`config.mk`:
```
export PLATFORM = sky130hd
export DESIGN_NAME = keyed_oneshot_timer_table
export DESIGN_NICKNAME = d
export VERILOG_FILES = /design/src/kott_pkg.sv /design/src/kott_cell.sv /design/src/kott_ctrl.sv /design/src/keyed_oneshot_timer_table.sv
export SDC_FILE = /design/constraint.sdc
export NUM_CORES = 2
export LEC_CHECK = 0
export ABC_AREA = 1
export BUFFER_PORTS_ARGS = -buffer_cell sky130_fd_sc_hd__clkbuf_2
export CAP_MARGIN = 20
export CELL_PAD_IN_SITES_DETAIL_PLACEMENT = 1
export CELL_PAD_IN_SITES_GLOBAL_PLACEMENT = 1
export CORE_MARGIN = 3
export CORE_UTILIZATION = 50
export CTS_CLUSTER_SIZE = 8
export DETAILED_ROUTE_END_ITERATION = 8
export GPL_ROUTABILITY_DRIVEN = 0
export PLACE_DENSITY_LB_ADDON = 0.1
export SKIP_LAST_GASP = 1
export SLEW_MARGIN = 10
export SYNTH_ARGS = -nofsm -noshare
export SYNTH_HDL_FRONTEND = slang
export SYNTH_SLANG_ARGS = --single-unit
```
`constraint.sdc`:
```
create_clock -name clk -period 8.5 [get_ports clk]
set_clock_uncertainty 0.1 [all_clocks]
set_input_delay 0.85 -clock clk [delete_from_list [all_inputs] [get_ports clk]]
set_output_delay 0.85 -clock clk [all_outputs]
set_load 0.02 [all_outputs]
```
`src/kott_pkg.sv`:
```
// Package for the keyed one-shot timer table.
// Holds the command and status codes, the default sizes and the cell control word.
// Depends on nothing.
package kott_pkg;

  localparam int DEF_TABLE_DEPTH = 16;
  localparam int DEF_KEY_BITS    = 16;

  localparam int OUT_KEY_W   = 16;
  localparam int OUT_CNT_W   = 5;
  localparam int TIME_W      = 32;

  typedef enum logic [1:0] {
    MODE_ADD    = 2'd0,
    MODE_REMOVE = 2'd1,
    MODE_CANCEL = 2'd2,
    MODE_CHECK  = 2'd3
  } mode_t;

  typedef enum logic [2:0] {
    STAT_ADDED    = 3'd0,
    STAT_REARMED  = 3'd1,
    STAT_FULL     = 3'd2,
    STAT_REMOVED  = 3'd3,
    STAT_NOTFOUND = 3'd4,
    STAT_CLEARED  = 3'd5,
    STAT_EXPIRY   = 3'd6
  } status_t;

  typedef struct packed {
    logic shift;
    logic wr_en;
  } kott_ctl_t;

endpackage

```
`src/kott_cell.sv`:
```
// One entry of the timer table: key, timeout and start time.
// Loads from its upper neighbor on a shift, or from the write bus when selected.
// Depends on kott_pkg.
module kott_cell
  import kott_pkg::*;
#(
  parameter int KEY_BITS = DEF_KEY_BITS,
  parameter int IDX_W    = 4,
  parameter int CELL_IDX = 0
) (
  input  logic                clk,
  input  kott_ctl_t           ctl,
  input  logic [IDX_W-1:0]    wr_idx,
  input  logic [KEY_BITS-1:0] wr_key,
  input  logic [TIME_W-1:0]   wr_timeout,
  input  logic [TIME_W-1:0]   wr_start,
  input  logic [KEY_BITS-1:0] nbr_key,
  input  logic [TIME_W-1:0]   nbr_timeout,
  input  logic [TIME_W-1:0]   nbr_start,
  output logic [KEY_BITS-1:0] key,
  output logic [TIME_W-1:0]   timeout,
  output logic [TIME_W-1:0]   start_time
);

  logic [KEY_BITS-1:0] key_r;
  logic [TIME_W-1:0]   timeout_r;
  logic [TIME_W-1:0]   start_r;
  logic                wr_here;

  assign wr_here = ctl.wr_en && (wr_idx == IDX_W'(CELL_IDX));

  always_ff @(posedge clk) begin
    if (wr_here) begin
      key_r     <= wr_key;
      timeout_r <= wr_timeout;
      start_r   <= wr_start;
    end else if (ctl.shift) begin
      key_r     <= nbr_key;
      timeout_r <= nbr_timeout;
      start_r   <= nbr_start;
    end
  end

  assign key        = key_r;
  assign timeout    = timeout_r;
  assign start_time = start_r;

endmodule

```
`src/kott_ctrl.sv`:
```
// Sequencer of the timer table: takes a command word, for add, remove and check rotates the
// table through the head cell once, decides keep, re-arm or drop per entry and issues results.
// Depends on kott_pkg.
module kott_ctrl
  import kott_pkg::*;
#(
  parameter int TABLE_DEPTH = DEF_TABLE_DEPTH,
  parameter int KEY_BITS    = DEF_KEY_BITS,
  parameter int CNT_W       = $clog2(TABLE_DEPTH + 1),
  parameter int IDX_W       = (TABLE_DEPTH > 1) ? $clog2(TABLE_DEPTH) : 1
) (
  input  logic                 clk,
  input  logic                 rst_n,
  input  logic                 start,
  output logic                 busy,
  input  logic [1:0]           in_mode,
  input  logic [15:0]          in_key,
  input  logic [TIME_W-1:0]    in_timeout_ms,
  input  logic [TIME_W-1:0]    in_now_ms,
  input  logic [KEY_BITS-1:0]  head_key,
  input  logic [TIME_W-1:0]    head_timeout,
  input  logic [TIME_W-1:0]    head_start,
  output kott_ctl_t            ctl,
  output logic [IDX_W-1:0]     wr_idx,
  output logic [KEY_BITS-1:0]  wr_key,
  output logic [TIME_W-1:0]    wr_timeout,
  output logic [TIME_W-1:0]    wr_start,
  output logic                 out_valid,
  output logic [2:0]           out_status,
  output logic                 out_expired_valid,
  output logic [OUT_KEY_W-1:0] out_expired_key,
  output logic                 out_last,
  output logic [OUT_CNT_W-1:0] out_entries_in_use
);

  localparam int CW = (KEY_BITS < OUT_KEY_W) ? KEY_BITS : OUT_KEY_W;

  typedef enum logic [1:0] {
    S_IDLE = 2'b01,
    S_SCAN = 2'b10
  } state_t;

  state_t               state_r, state_nxt;
  logic                 busy_r, busy_nxt;
  logic [CNT_W-1:0]     count_r, count_nxt;
  logic [CNT_W-1:0]     rem_r, rem_nxt;
  logic                 found_r, found_nxt;
  mode_t                mode_r, mode_nxt;
  logic [KEY_BITS-1:0]  key_r, key_nxt;
  logic [TIME_W-1:0]    timeout_r, timeout_nxt;
  logic [TIME_W-1:0]    now_r, now_nxt;

  logic                 out_valid_r, out_valid_nxt;
  status_t              out_status_r, out_status_nxt;
  logic                 out_exp_r, out_exp_nxt;
  logic [OUT_KEY_W-1:0] out_key_r, out_key_nxt;
  logic                 out_last_r, out_last_nxt;
  logic [OUT_CNT_W-1:0] out_cnt_r, out_cnt_nxt;

  logic [KEY_BITS-1:0]  key_in;
  logic [CNT_W-1:0]     cnt_m1;
  logic [TIME_W-1:0]    elapsed;
  logic                 expired;
  logic                 match;
  logic                 drop;

  assign key_in  = KEY_BITS'(in_key[CW-1:0]);
  assign cnt_m1  = count_r - 1'b1;
  assign elapsed = now_r - head_start;
  assign expired = elapsed >= head_timeout;
  assign match   = head_key == key_r;
  assign drop    = ((mode_r == MODE_CHECK) && expired) || ((mode_r == MODE_REMOVE) && match);

  always_comb begin
    state_nxt      = state_r;
    busy_nxt       = busy_r;
    count_nxt      = count_r;
    rem_nxt        = rem_r;
    found_nxt      = found_r;
    mode_nxt       = mode_r;
    key_nxt        = key_r;
    timeout_nxt    = timeout_r;
    now_nxt        = now_r;
    out_valid_nxt  = 1'b0;
    out_status_nxt = out_status_r;
    out_exp_nxt    = 1'b0;
    out_key_nxt    = '0;
    out_last_nxt   = 1'b1;
    out_cnt_nxt    = out_cnt_r;
    ctl            = '0;
    wr_idx         = IDX_W'(cnt_m1);
    wr_key         = head_key;
    wr_timeout     = head_timeout;
    wr_start       = head_start;

    case (state_r)
      S_IDLE: begin
        if (start && !busy_r) begin
          mode_nxt    = mode_t'(in_mode);
          key_nxt     = key_in;
          timeout_nxt = in_timeout_ms;
          now_nxt     = in_now_ms;
          rem_nxt     = count_r;
          found_nxt   = 1'b0;
          if (mode_t'(in_mode) == MODE_CANCEL) begin
            count_nxt      = '0;
            out_valid_nxt  = 1'b1;
            out_status_nxt = STAT_CLEARED;
            out_cnt_nxt    = '0;
          end else if ((mode_t'(in_mode) == MODE_ADD) &&
                       (count_r >= CNT_W'(TABLE_DEPTH))) begin
            out_valid_nxt  = 1'b1;
            out_status_nxt = STAT_FULL;
            out_cnt_nxt    = OUT_CNT_W'(count_r);
          end else begin
            state_nxt = S_SCAN;
            busy_nxt  = 1'b1;
          end
        end
      end
      S_SCAN: begin
        if (rem_r != '0) begin
          rem_nxt   = rem_r - 1'b1;
          ctl.shift = 1'b1;
          ctl.wr_en = !drop;
          if (match) begin
            found_nxt = 1'b1;
          end
          if ((mode_r == MODE_ADD) && match) begin
            wr_timeout = timeout_r;
            wr_start   = now_r;
          end
          if (drop) begin
            count_nxt = cnt_m1;
          end
          if ((mode_r == MODE_CHECK) && expired) begin
            out_valid_nxt  = 1'b1;
            out_status_nxt = STAT_EXPIRY;
            out_exp_nxt    = 1'b1;
            out_key_nxt    = OUT_KEY_W'(head_key[CW-1:0]);
            out_last_nxt   = 1'b0;
            out_cnt_nxt    = OUT_CNT_W'(cnt_m1);
          end
        end else begin
          state_nxt     = S_IDLE;
          busy_nxt      = 1'b0;
          out_valid_nxt = 1'b1;
          out_cnt_nxt   = OUT_CNT_W'(count_r);
          case (mode_r)
            MODE_ADD: begin
              if (found_r) begin
                out_status_nxt = STAT_REARMED;
              end else begin
                ctl.wr_en      = 1'b1;
                wr_idx         = IDX_W'(count_r);
                wr_key         = key_r;
                wr_timeout     = timeout_r;
                wr_start       = now_r;
                count_nxt      = count_r + 1'b1;
                out_cnt_nxt    = OUT_CNT_W'(count_r + 1'b1);
                out_status_nxt = STAT_ADDED;
              end
            end
            MODE_REMOVE: begin
              out_status_nxt = found_r ? STAT_REMOVED : STAT_NOTFOUND;
            end
            default: begin
              out_status_nxt = STAT_EXPIRY;
            end
          endcase
        end
      end
      default: begin
        state_nxt = S_IDLE;
        busy_nxt  = 1'b0;
      end
    endcase
  end

  always_ff @(posedge clk) begin
    if (!rst_n) begin
      state_r     <= S_IDLE;
      busy_r      <= 1'b0;
      count_r     <= '0;
      rem_r       <= '0;
      found_r     <= 1'b0;
      out_valid_r <= 1'b0;
    end else begin
      state_r     <= state_nxt;
      busy_r      <= busy_nxt;
      count_r     <= count_nxt;
      rem_r       <= rem_nxt;
      found_r     <= found_nxt;
      out_valid_r <= out_valid_nxt;
    end
  end

  always_ff @(posedge clk) begin
    mode_r       <= mode_nxt;
    key_r        <= key_nxt;
    timeout_r    <= timeout_nxt;
    now_r        <= now_nxt;
    out_status_r <= out_status_nxt;
    out_exp_r    <= out_exp_nxt;
    out_key_r    <= out_key_nxt;
    out_last_r   <= out_last_nxt;
    out_cnt_r    <= out_cnt_nxt;
  end

  assign busy               = busy_r;
  assign out_valid          = out_valid_r;
  assign out_status         = out_status_r;
  assign out_expired_valid  = out_exp_r;
  assign out_expired_key    = out_key_r;
  assign out_last           = out_last_r;
  assign out_entries_in_use = out_cnt_r;

endmodule

```
`src/keyed_oneshot_timer_table.sv`:
```
// Top level of the keyed one-shot timer table: a row of entry cells and their sequencer.
// Depends on kott_pkg, kott_cell and kott_ctrl.
//
// Usage: a command word (in_mode, in_key, in_timeout_ms, in_now_ms) is taken at a
// rising edge where start is high and busy is low. Results come back on the out_
// ports, each shown for exactly one cycle with out_valid high; out_last marks the
// final result of a command. The receiver cannot stall the block.
// Cancel and an add on a full table do not rotate the table: the result is shown in the
// cycle after the command, and busy stays low.
// Add, remove and check rotate the table once through the head cell, one entry per
// cycle, so busy stays high while the N entries in use (at most TABLE_DEPTH) pass the
// head cell and for the closing step after them. The next command can be given in the
// first cycle with busy low. A check shows each expired key in the cycle after its entry
// sits in the head cell, in table order, and the closing result in the first cycle with
// busy low; the other commands show their single result in that same cycle.
// Reset clears the entry count and the control state; the entry cells need no
// clearing, since only entries below the count are ever read.
module keyed_oneshot_timer_table
  import kott_pkg::*;
#(
  parameter int TABLE_DEPTH = DEF_TABLE_DEPTH,
  parameter int KEY_BITS    = DEF_KEY_BITS
) (
  input  logic                 clk,
  input  logic                 rst_n,
  input  logic                 start,
  output logic                 busy,
  input  logic [1:0]           in_mode,
  input  logic [15:0]          in_key,
  input  logic [TIME_W-1:0]    in_timeout_ms,
  input  logic [TIME_W-1:0]    in_now_ms,
  output logic                 out_valid,
  output logic [2:0]           out_status,
  output logic                 out_expired_valid,
  output logic [OUT_KEY_W-1:0] out_expired_key,
  output logic                 out_last,
  output logic [OUT_CNT_W-1:0] out_entries_in_use
);

  localparam int CNT_W = $clog2(TABLE_DEPTH + 1);
  localparam int IDX_W = (TABLE_DEPTH > 1) ? $clog2(TABLE_DEPTH) : 1;

  kott_ctl_t           ctl;
  logic [IDX_W-1:0]    wr_idx;
  logic [KEY_BITS-1:0] wr_key;
  logic [TIME_W-1:0]   wr_timeout;
  logic [TIME_W-1:0]   wr_start;

  logic [KEY_BITS-1:0] cell_key     [TABLE_DEPTH];
  logic [TIME_W-1:0]   cell_timeout [TABLE_DEPTH];
  logic [TIME_W-1:0]   cell_start   [TABLE_DEPTH];

  for (genvar i = 0; i < TABLE_DEPTH; i++) begin : g_cell
    logic [KEY_BITS-1:0] nbr_key;
    logic [TIME_W-1:0]   nbr_timeout;
    logic [TIME_W-1:0]   nbr_start;

    if (i < TABLE_DEPTH - 1) begin : g_link
      assign nbr_key     = cell_key[i+1];
      assign nbr_timeout = cell_timeout[i+1];
      assign nbr_start   = cell_start[i+1];
    end else begin : g_end
      assign nbr_key     = '0;
      assign nbr_timeout = '0;
      assign nbr_start   = '0;
    end

    kott_cell #(
      .KEY_BITS (KEY_BITS),
      .IDX_W    (IDX_W),
      .CELL_IDX (i)
    ) u_cell (
      .clk         (clk),
      .ctl         (ctl),
      .wr_idx      (wr_idx),
      .wr_key      (wr_key),
      .wr_timeout  (wr_timeout),
      .wr_start    (wr_start),
      .nbr_key     (nbr_key),
      .nbr_timeout (nbr_timeout),
      .nbr_start   (nbr_start),
      .key         (cell_key[i]),
      .timeout     (cell_timeout[i]),
      .start_time  (cell_start[i])
    );
  end

  kott_ctrl #(
    .TABLE_DEPTH (TABLE_DEPTH),
    .KEY_BITS    (KEY_BITS),
    .CNT_W       (CNT_W),
    .IDX_W       (IDX_W)
  ) u_ctrl (
    .clk                (clk),
    .rst_n              (rst_n),
    .start              (start),
    .busy               (busy),
    .in_mode            (in_mode),
    .in_key             (in_key),
    .in_timeout_ms      (in_timeout_ms),
    .in_now_ms          (in_now_ms),
    .head_key           (cell_key[0]),
    .head_timeout       (cell_timeout[0]),
    .head_start         (cell_start[0]),
    .ctl                (ctl),
    .wr_idx             (wr_idx),
    .wr_key             (wr_key),
    .wr_timeout         (wr_timeout),
    .wr_start           (wr_start),
    .out_valid          (out_valid),
    .out_status         (out_status),
    .out_expired_valid  (out_expired_valid),
    .out_expired_key    (out_expired_key),
    .out_last           (out_last),
    .out_entries_in_use (out_entries_in_use)
  );

endmodule

```
==> Word-level counts from Yosys, hierarchy flattened <==
Cells that the tools add are included.
{ "classes": {"add_sub_neg": 4, "multipliers": 0, "n_div": 0, "order_cmp": 2, "eq_ne": 31, "shifts": 0, "n_mux": 164, "bitwise_logic": 0, "reduce_logical": 53} }
{ "op_table": {"columns": ["op", "count"], "rows": [
  ["2-to-1 mux 32 bit", 73],
  ["2-to-1 mux 16 bit", 36],
  ["2-to-1 mux 5 bit", 13],
  ["nonzero test 2 bit", 17],
  ["equality test 4 bit (second input constant)", 8],
  [">= comparator 32 bit", 1],
  ["subtractor 32 bit", 1],
  ["case mux 5 bit (2 select lines)", 3],
  ["logical AND 1 bit", 21],
  ["2-to-1 mux 1 bit", 18],
  ["2-to-1 mux 3 bit", 6],
  ["equality test 16 bit", 1],
  ["equality test 4 x 3 -> 1 bit (second input constant)", 4],
  ["2-to-1 mux 4 bit", 4],
  ["AND reduction 4 bit", 4],
  ["case mux 3 bit (2 select lines)", 2],
  ["2-to-1 mux 2 bit", 5],
  ["subtractor 5 x 1 -> 5 bit (second input constant)", 2],
  ["equality test 4 x 2 -> 1 bit (second input constant)", 2],
  ["!= test 2 x 1 -> 1 bit (second input constant)", 4],
  ["equality test 2 bit (second input constant)", 3],
  ["!= test 2 bit (second input constant)", 3],
  ["case mux 1 bit (2 select lines)", 3],
  ["AND reduction 3 bit", 2],
  ["14 further kinds", 18]
]} }
{ "word_totals": {"ff_bits": 1403, "latch_bits": 0, "mem_bits_rw": 0, "rom_bits": 0, "inputBits": 85, "output_inout_bits": 28, "mem_count": 0} }

==> Logic depth before layout (Yosys ltp) <==
{ "depth": {"ltp_word": 9, "ltp_mapped": 31, "depth_no_buf": 28} }

==> By module <==
A second synthesis with hierarchy kept.
{ "unflattened": {"cells_unflattened": 7111, "hier_area_um2": 70151.0} }
{ "by_module_without_submodules": {"columns": ["module", "n_inst", "cells_per_inst", "area_per_inst_um2", "seq_area_each_um2"], "rows": [
  ["kott_cell at g_cell[1].u_cell ...", 4, 359, 3687.3, 2402.3],
  ["kott_cell at g_cell[10].u_cell ...", 4, 348, 3684.8, 2402.3],
  ["kott_ctrl", 1, 1190, 9791.9, 3343.2],
  ["kott_cell at g_cell[13].u_cell ...", 2, 440, 4200.3, 2402.3],
  ["kott_cell at g_cell[11].u_cell ...", 2, 351, 3547.2, 2402.3],
  ["kott_cell at g_cell[15].u_cell", 1, 439, 4181.5, 2402.3],
  ["kott_cell at g_cell[0].u_cell", 1, 361, 3957.5, 2402.3],
  ["kott_cell at g_cell[12].u_cell", 1, 359, 3676.0, 2402.3],
  ["kott_cell at g_cell[3].u_cell", 1, 351, 3557.2, 2402.3],
  ["keyed_oneshot_timer_table", 1, 1, 3.8, 0.0]
]} }

==> Worst setup path after synthesis <==
No wires, ideal clock.
{ "synth_path": {"path_type": "register to register", "from": "register u_ctrl.now_r[0]", "to": "register g_cell[10].u_cell.key_r[0], enable pin", "setup_time_ns": 0.793, "t_arrival_ns": 4.994, "t_required_ns": 7.607, "setup_slack_ns": 2.613, "stages_incl_launch_ff": 31, "cell_sequence": "edfxtp_1 inv_1 ha_1 inv_1 fa_1 nand3_1 nand2_1 nand2_1 nand2_1 a31o_2 nand2_1 nand2_1 nand4_1 nand2_1 nand2_1 nand2_1 ha_1 nand2_1 nor2_1 nand4_1 a21oi_1 nor2_1 nand2_1 nand2_1 nand3_1 nand2_1 buf_2 buf_2 nand2_2 clkbuf_1 nand2_1"} }
{ "synth_via": {"elab_chain_len": 9} }
{ "synth_lines": {"columns": ["item", "line", "text"], "rows": [
  ["start: declaration", "kott_ctrl.sv:51", "logic [TIME_W-1:0] now_r, now_nxt;"],
  ["start signal: assignment", "kott_ctrl.sv:202", "now_r <= now_nxt;"],
  ["subtractor 32 bit", "kott_ctrl.sv:69", "assign elapsed = now_r - head_start;"],
  [">= comparator 32 bit", "kott_ctrl.sv:70", "assign expired = elapsed >= head_timeout;"],
  ["logical AND 1 bit", "kott_ctrl.sv:72", "assign drop = ((mode_r == MODE_CHECK) && expired) || ((mode_r == MODE_REMOVE) && match);"],
  ["logical OR 1 bit", "kott_ctrl.sv:72", null],
  ["logical NOT 1 bit", "kott_ctrl.sv:125", "ctl.wr_en = !drop;"],
  ["2-to-1 mux 1 bit", "kott_ctrl.sv:122", "if (rem_r != '0) begin"],
  ["2-to-1 mux 2 bit", "kott_ctrl.sv:96", "case (state_r)"],
  ["logical AND 1 bit", "kott_cell.sv:30", "assign wr_here = ctl.wr_en && (wr_idx == IDX_W'(CELL_IDX));"],
  ["nonzero test 2 bit (no line)", null, null],
  ["end signal: assignment", "kott_cell.sv:34", "key_r <= wr_key;"],
  ["end signal: assignment", "kott_cell.sv:38", "key_r <= nbr_key;"],
  ["end: declaration", "kott_cell.sv:25", "logic [KEY_BITS-1:0] key_r;"]
]} }
No other way between the ends.
A chain may end at the register's enable or synchronous reset.

==> Final worst setup path <==
{ "layout_path": {"from": "register g_cell[0].u_cell.start_r[20]", "to": "register g_cell[12].u_cell.timeout_r[18] (data pin)"} }
{ "layout_via": {"elab_chain_len": 9} }
{ "layout_lines": {"columns": ["item", "line", "text"], "rows": [
  ["start: declaration", "kott_cell.sv:27", "logic [TIME_W-1:0] start_r;"],
  ["start signal: assignment", "kott_cell.sv:36", "start_r <= wr_start;"],
  ["start signal: assignment", "kott_cell.sv:40", "start_r <= nbr_start;"],
  ["subtractor 32 bit", "kott_ctrl.sv:69", null],
  [">= comparator 32 bit", "kott_ctrl.sv:70", null],
  ["logical AND 1 bit", "kott_ctrl.sv:72", null],
  ["logical OR 1 bit", "kott_ctrl.sv:72", null],
  ["logical NOT 1 bit", "kott_ctrl.sv:125", null],
  ["2-to-1 mux 1 bit", "kott_ctrl.sv:122", null],
  ["2-to-1 mux 2 bit", "kott_ctrl.sv:96", null],
  ["logical AND 1 bit", "kott_cell.sv:30", null],
  ["2-to-1 mux 32 bit", "kott_cell.sv:33", "if (wr_here) begin"],
  ["end signal: assignment", "kott_cell.sv:35", "timeout_r <= wr_timeout;"],
  ["end signal: assignment", "kott_cell.sv:39", "timeout_r <= nbr_timeout;"],
  ["end: declaration", "kott_cell.sv:26", "logic [TIME_W-1:0] timeout_r;"]
]} }
No other way between the ends.

==> flow_summary.toml <==
[synth]
netlist_instances = 6771
synth_compound_area_share_pct = 2.193
synthDistinctLibCells = 50
synth-edff-count = 1370
syn-cell-area_um2 = 65660
synth.net_count = 6925
synth_fa_ha_area_share_pct = 1.326
synthSimpleGateAreaFrac_pct = 27.93
yosys_register_bits = 1402
synth_xor_area_share_pct = 0.5202
avgSynthCellArea_um2 = 9.697
synthArstFlopShare_pct = 0
synth-main-ff-cell = "edfxtp_1"
ys_warn_count = 0
seq_area_frac_synth_pct = 63.63
synth_top_family_by_area = "simple AND/OR/NAND/NOR gates"
synthMuxAreaShare_pct = 0

[critical_path]
path_cells = "inv_1, ha_1, nand2_1, nor4_1, nand4_1, nand3_1, a21oi_1, xnor2_1, ha_1, a21oi_1, o21ai_0, a21o_1, nor2_1, nand2_1, nand2_1, nand3_1, nand2_4, buf_12, buf_4, buf_4, nand3_1, nand2_1"
crit_slowest_cell = "nand2_4"
slowest_delay_ns = 0.74
path_common_cell = "nand2_1"
cp-start-kind = "flop"
cp_data_arrival_time_ns = 7.31
cp_max_fo = 68
path_class = "reg2reg"
endpoint_kind = "flop"
crit_required_ns = 9.04

[place]
hpwl_um = 125200
io_buffers = 112

[timing]
setup_viol = 0
min_period_ns = 6.763
worst_pin_slew_ns = 1.322
setup_tns_ns = 0
fmax_mhz = 147.9
max_slew_margin_pct = 10.93
period_share_pct = 79.56
hold_viol_final = 0
rsz0062_at_grt = "no"
maxSlewViolCount = 0

[layout]
fill_cells = 14270
fin_nets = 6796
drive_above_1_share_pct = 7.687
area_growth_pct = 10.44

[global_routing]
grt_max_degree = 246
overflow = 0
antenna_found_initial = 4
grt_first_pass_wirelength_um = 309100
grt_pass1_vias = 51150
grt_use_total_pct = 29.10

[pwr]
p_leak_nw = 29.91
peakVddDrop_mv = 0.2600
p_total_mw = 19.43
powerDensity_nw_per_um2 = 267.9

[floorplan]
io_pins = 113
row_count = 132
dieArea_um2 = 135700
die_h_um = 368.4
die_w_um = 368.4
core_area_um2 = 130000
initial_core_util_pct = 50.51

[clocking]
cts.sinks = 1402
numCtsBuffers = 193
cts.repair.resized = 0
cts.hold.buffers_added = 0
root_buffer = "clkbuf_16"
htree_num_levels = 4
clockBufferDepth = 3
cts_tree = "yes"
post-cts-setup-buffer-count = 0
clk_pin_slew_ns = 0.05
clk_latency_ns = 0.79

[job]
maxCapViolations = 0

[detailed_routing]
detail-route-antenna-nets = 0
drt_pre_antenna_iters = 6
drt-total-wl_um = 198600
wl_per_cell_um = 23.55
viasPerCell = 5.923
remaining_drc_errors = 0
via_count = 49930
drt_iter0_markers = 4555

[run_status]
outcome = "completed"

[min_path]
holdCritPathClass = "in2reg"
[synthesized netlist by cell type (all sizes together) (3+ instances only)]
master     n  area share (%)
inv      181             1.0
nand3   1359              11
o21a       3           0.034
a21oi    119            0.91
nor3       9           0.069
and3      64            0.61
dfxtp     32            0.98
o21ai    120            0.92
a221oi     3           0.040
clkbuf   317             1.8
nand2   2720              16
a21o       7           0.080
edfxtp  1370              63
xor2      26            0.35
nand4     14            0.13
o21bai     4           0.046
or2        7           0.067
buf      201             1.5
a31oi      3           0.029
xnor2     13            0.17
ha        68             1.3
nor2     113            0.83
[final timing paths]
kind / startpoint / end / slack [ns] / cells past startpoint
setup / recovery: g_cell[0].u_cell.start_time[20] / g_cell[12].u_cell.timeout[18] / 1.74 / 22
hold reg to reg: g_cell[2].u_cell.start_time[9] / g_cell[1].u_cell.start_time[9] / 0.39 / 2
setup reg to reg: g_cell[0].u_cell.start_time[20] / g_cell[12].u_cell.timeout[18] / 1.74 / 22
hold / removal: in_now_ms[28] / u_ctrl.now_r[28] / 0.13 / 1
[per-layer routing]
layer | global-route usage (%) | wire [um]
met4 | 8.281 | 4828
met3 | 4.561 | 14190
met1 | 42.81 | 89010
met5 | 0 | 0
met2 | 44.99 | 90540
[cells in the final DEF, fill, tap and decap left out, types with 67 or more instances in the layout]
master and instances:
edfxtp_1 1370, nor2_1 91, clkbuf_2 112, nand3_1 1332, inv_1 169, o21ai_0 116
nand2_1 2681, a21oi_1 118, clkbuf_16 197, ha_1 67
[power breakdown]
part	total (mW)	internal, mW	switching, mW
Sequential	8.70	8.45	0.246
Clock	6.95	4.10	2.85
Combinational	3.78	0.736	3.04
[sequential cells by signal, summed over array words and instances (netlist names), 3 cells and up]
| signal | flops |
|---|---|
| u_ctrl.now_r | 32 |
| u_ctrl.count_r | 5 |
| g_cell.u_cell.timeout | 512 |
| u_ctrl.key_r | 16 |
| g_cell.u_cell.key | 256 |
| u_ctrl.out_entries_in_use | 5 |
| g_cell.u_cell.start_time | 512 |
| u_ctrl.out_status | 3 |
| u_ctrl.timeout_r | 32 |
| u_ctrl.out_expired_key | 16 |
| u_ctrl.rem_r | 5 |
[worst max-delay path, delay by kind of cell, from the launching register on]
kind	cells	cell delay (ns)
XOR/XNOR	1	0.20
buffers and inverters	4	1.66
AO/OA/AOI/OAI	4	0.51
AND/OR/NAND/NOR	11	2.92
flip-flops	1	0.37
adder cells (fa/ha/maj)	2	0.71
[through the flow]
step | hold slack (ns) | instances | setup slack (ns) | area (um^2) | util, %
final | 0.1322 | 8430 | 1.737 | 72510 | 55.79
after floorplan | 0.3487 | 6771 | 2.613 | 65660 | -
after detailed placement | 0.3860 | 8185 | 1.808 | 67250 | 51.74
after CTS | 0.07869 | 8425 | 1.750 | 72450 | 55.74
after global routing | 0.09154 | 8430 | 1.292 | 72510 | 55.79
after global placement | 0.3813 | 8185 | 1.855 | 67250 | 51.74
[cell families after synthesis]
family / after synthesis
AND/OR/NAND/NOR: 4290
flip-flops: 1402
buffers and inverters: 701
AO/OA/AOI/OAI: 270
adder cells (fa/ha/maj): 69
XOR/XNOR: 39
[layout make-up]
type                            instances  area [um^2]  area share [%]
Tap cell                             1742         2180           3.006
Sequential cell                      1402        41780           57.62
Antenna cell                            1        2.502        0.003451
Inverter                              183        689.4          0.9508
Multi-Input combinational cell       4668        21270           29.33
Timing Repair Buffer                  194         1391           1.919
Clock buffer                          229         5050           6.964
Clock inverter                         11        150.1          0.2071
Power figures use the tool's default switching activity.
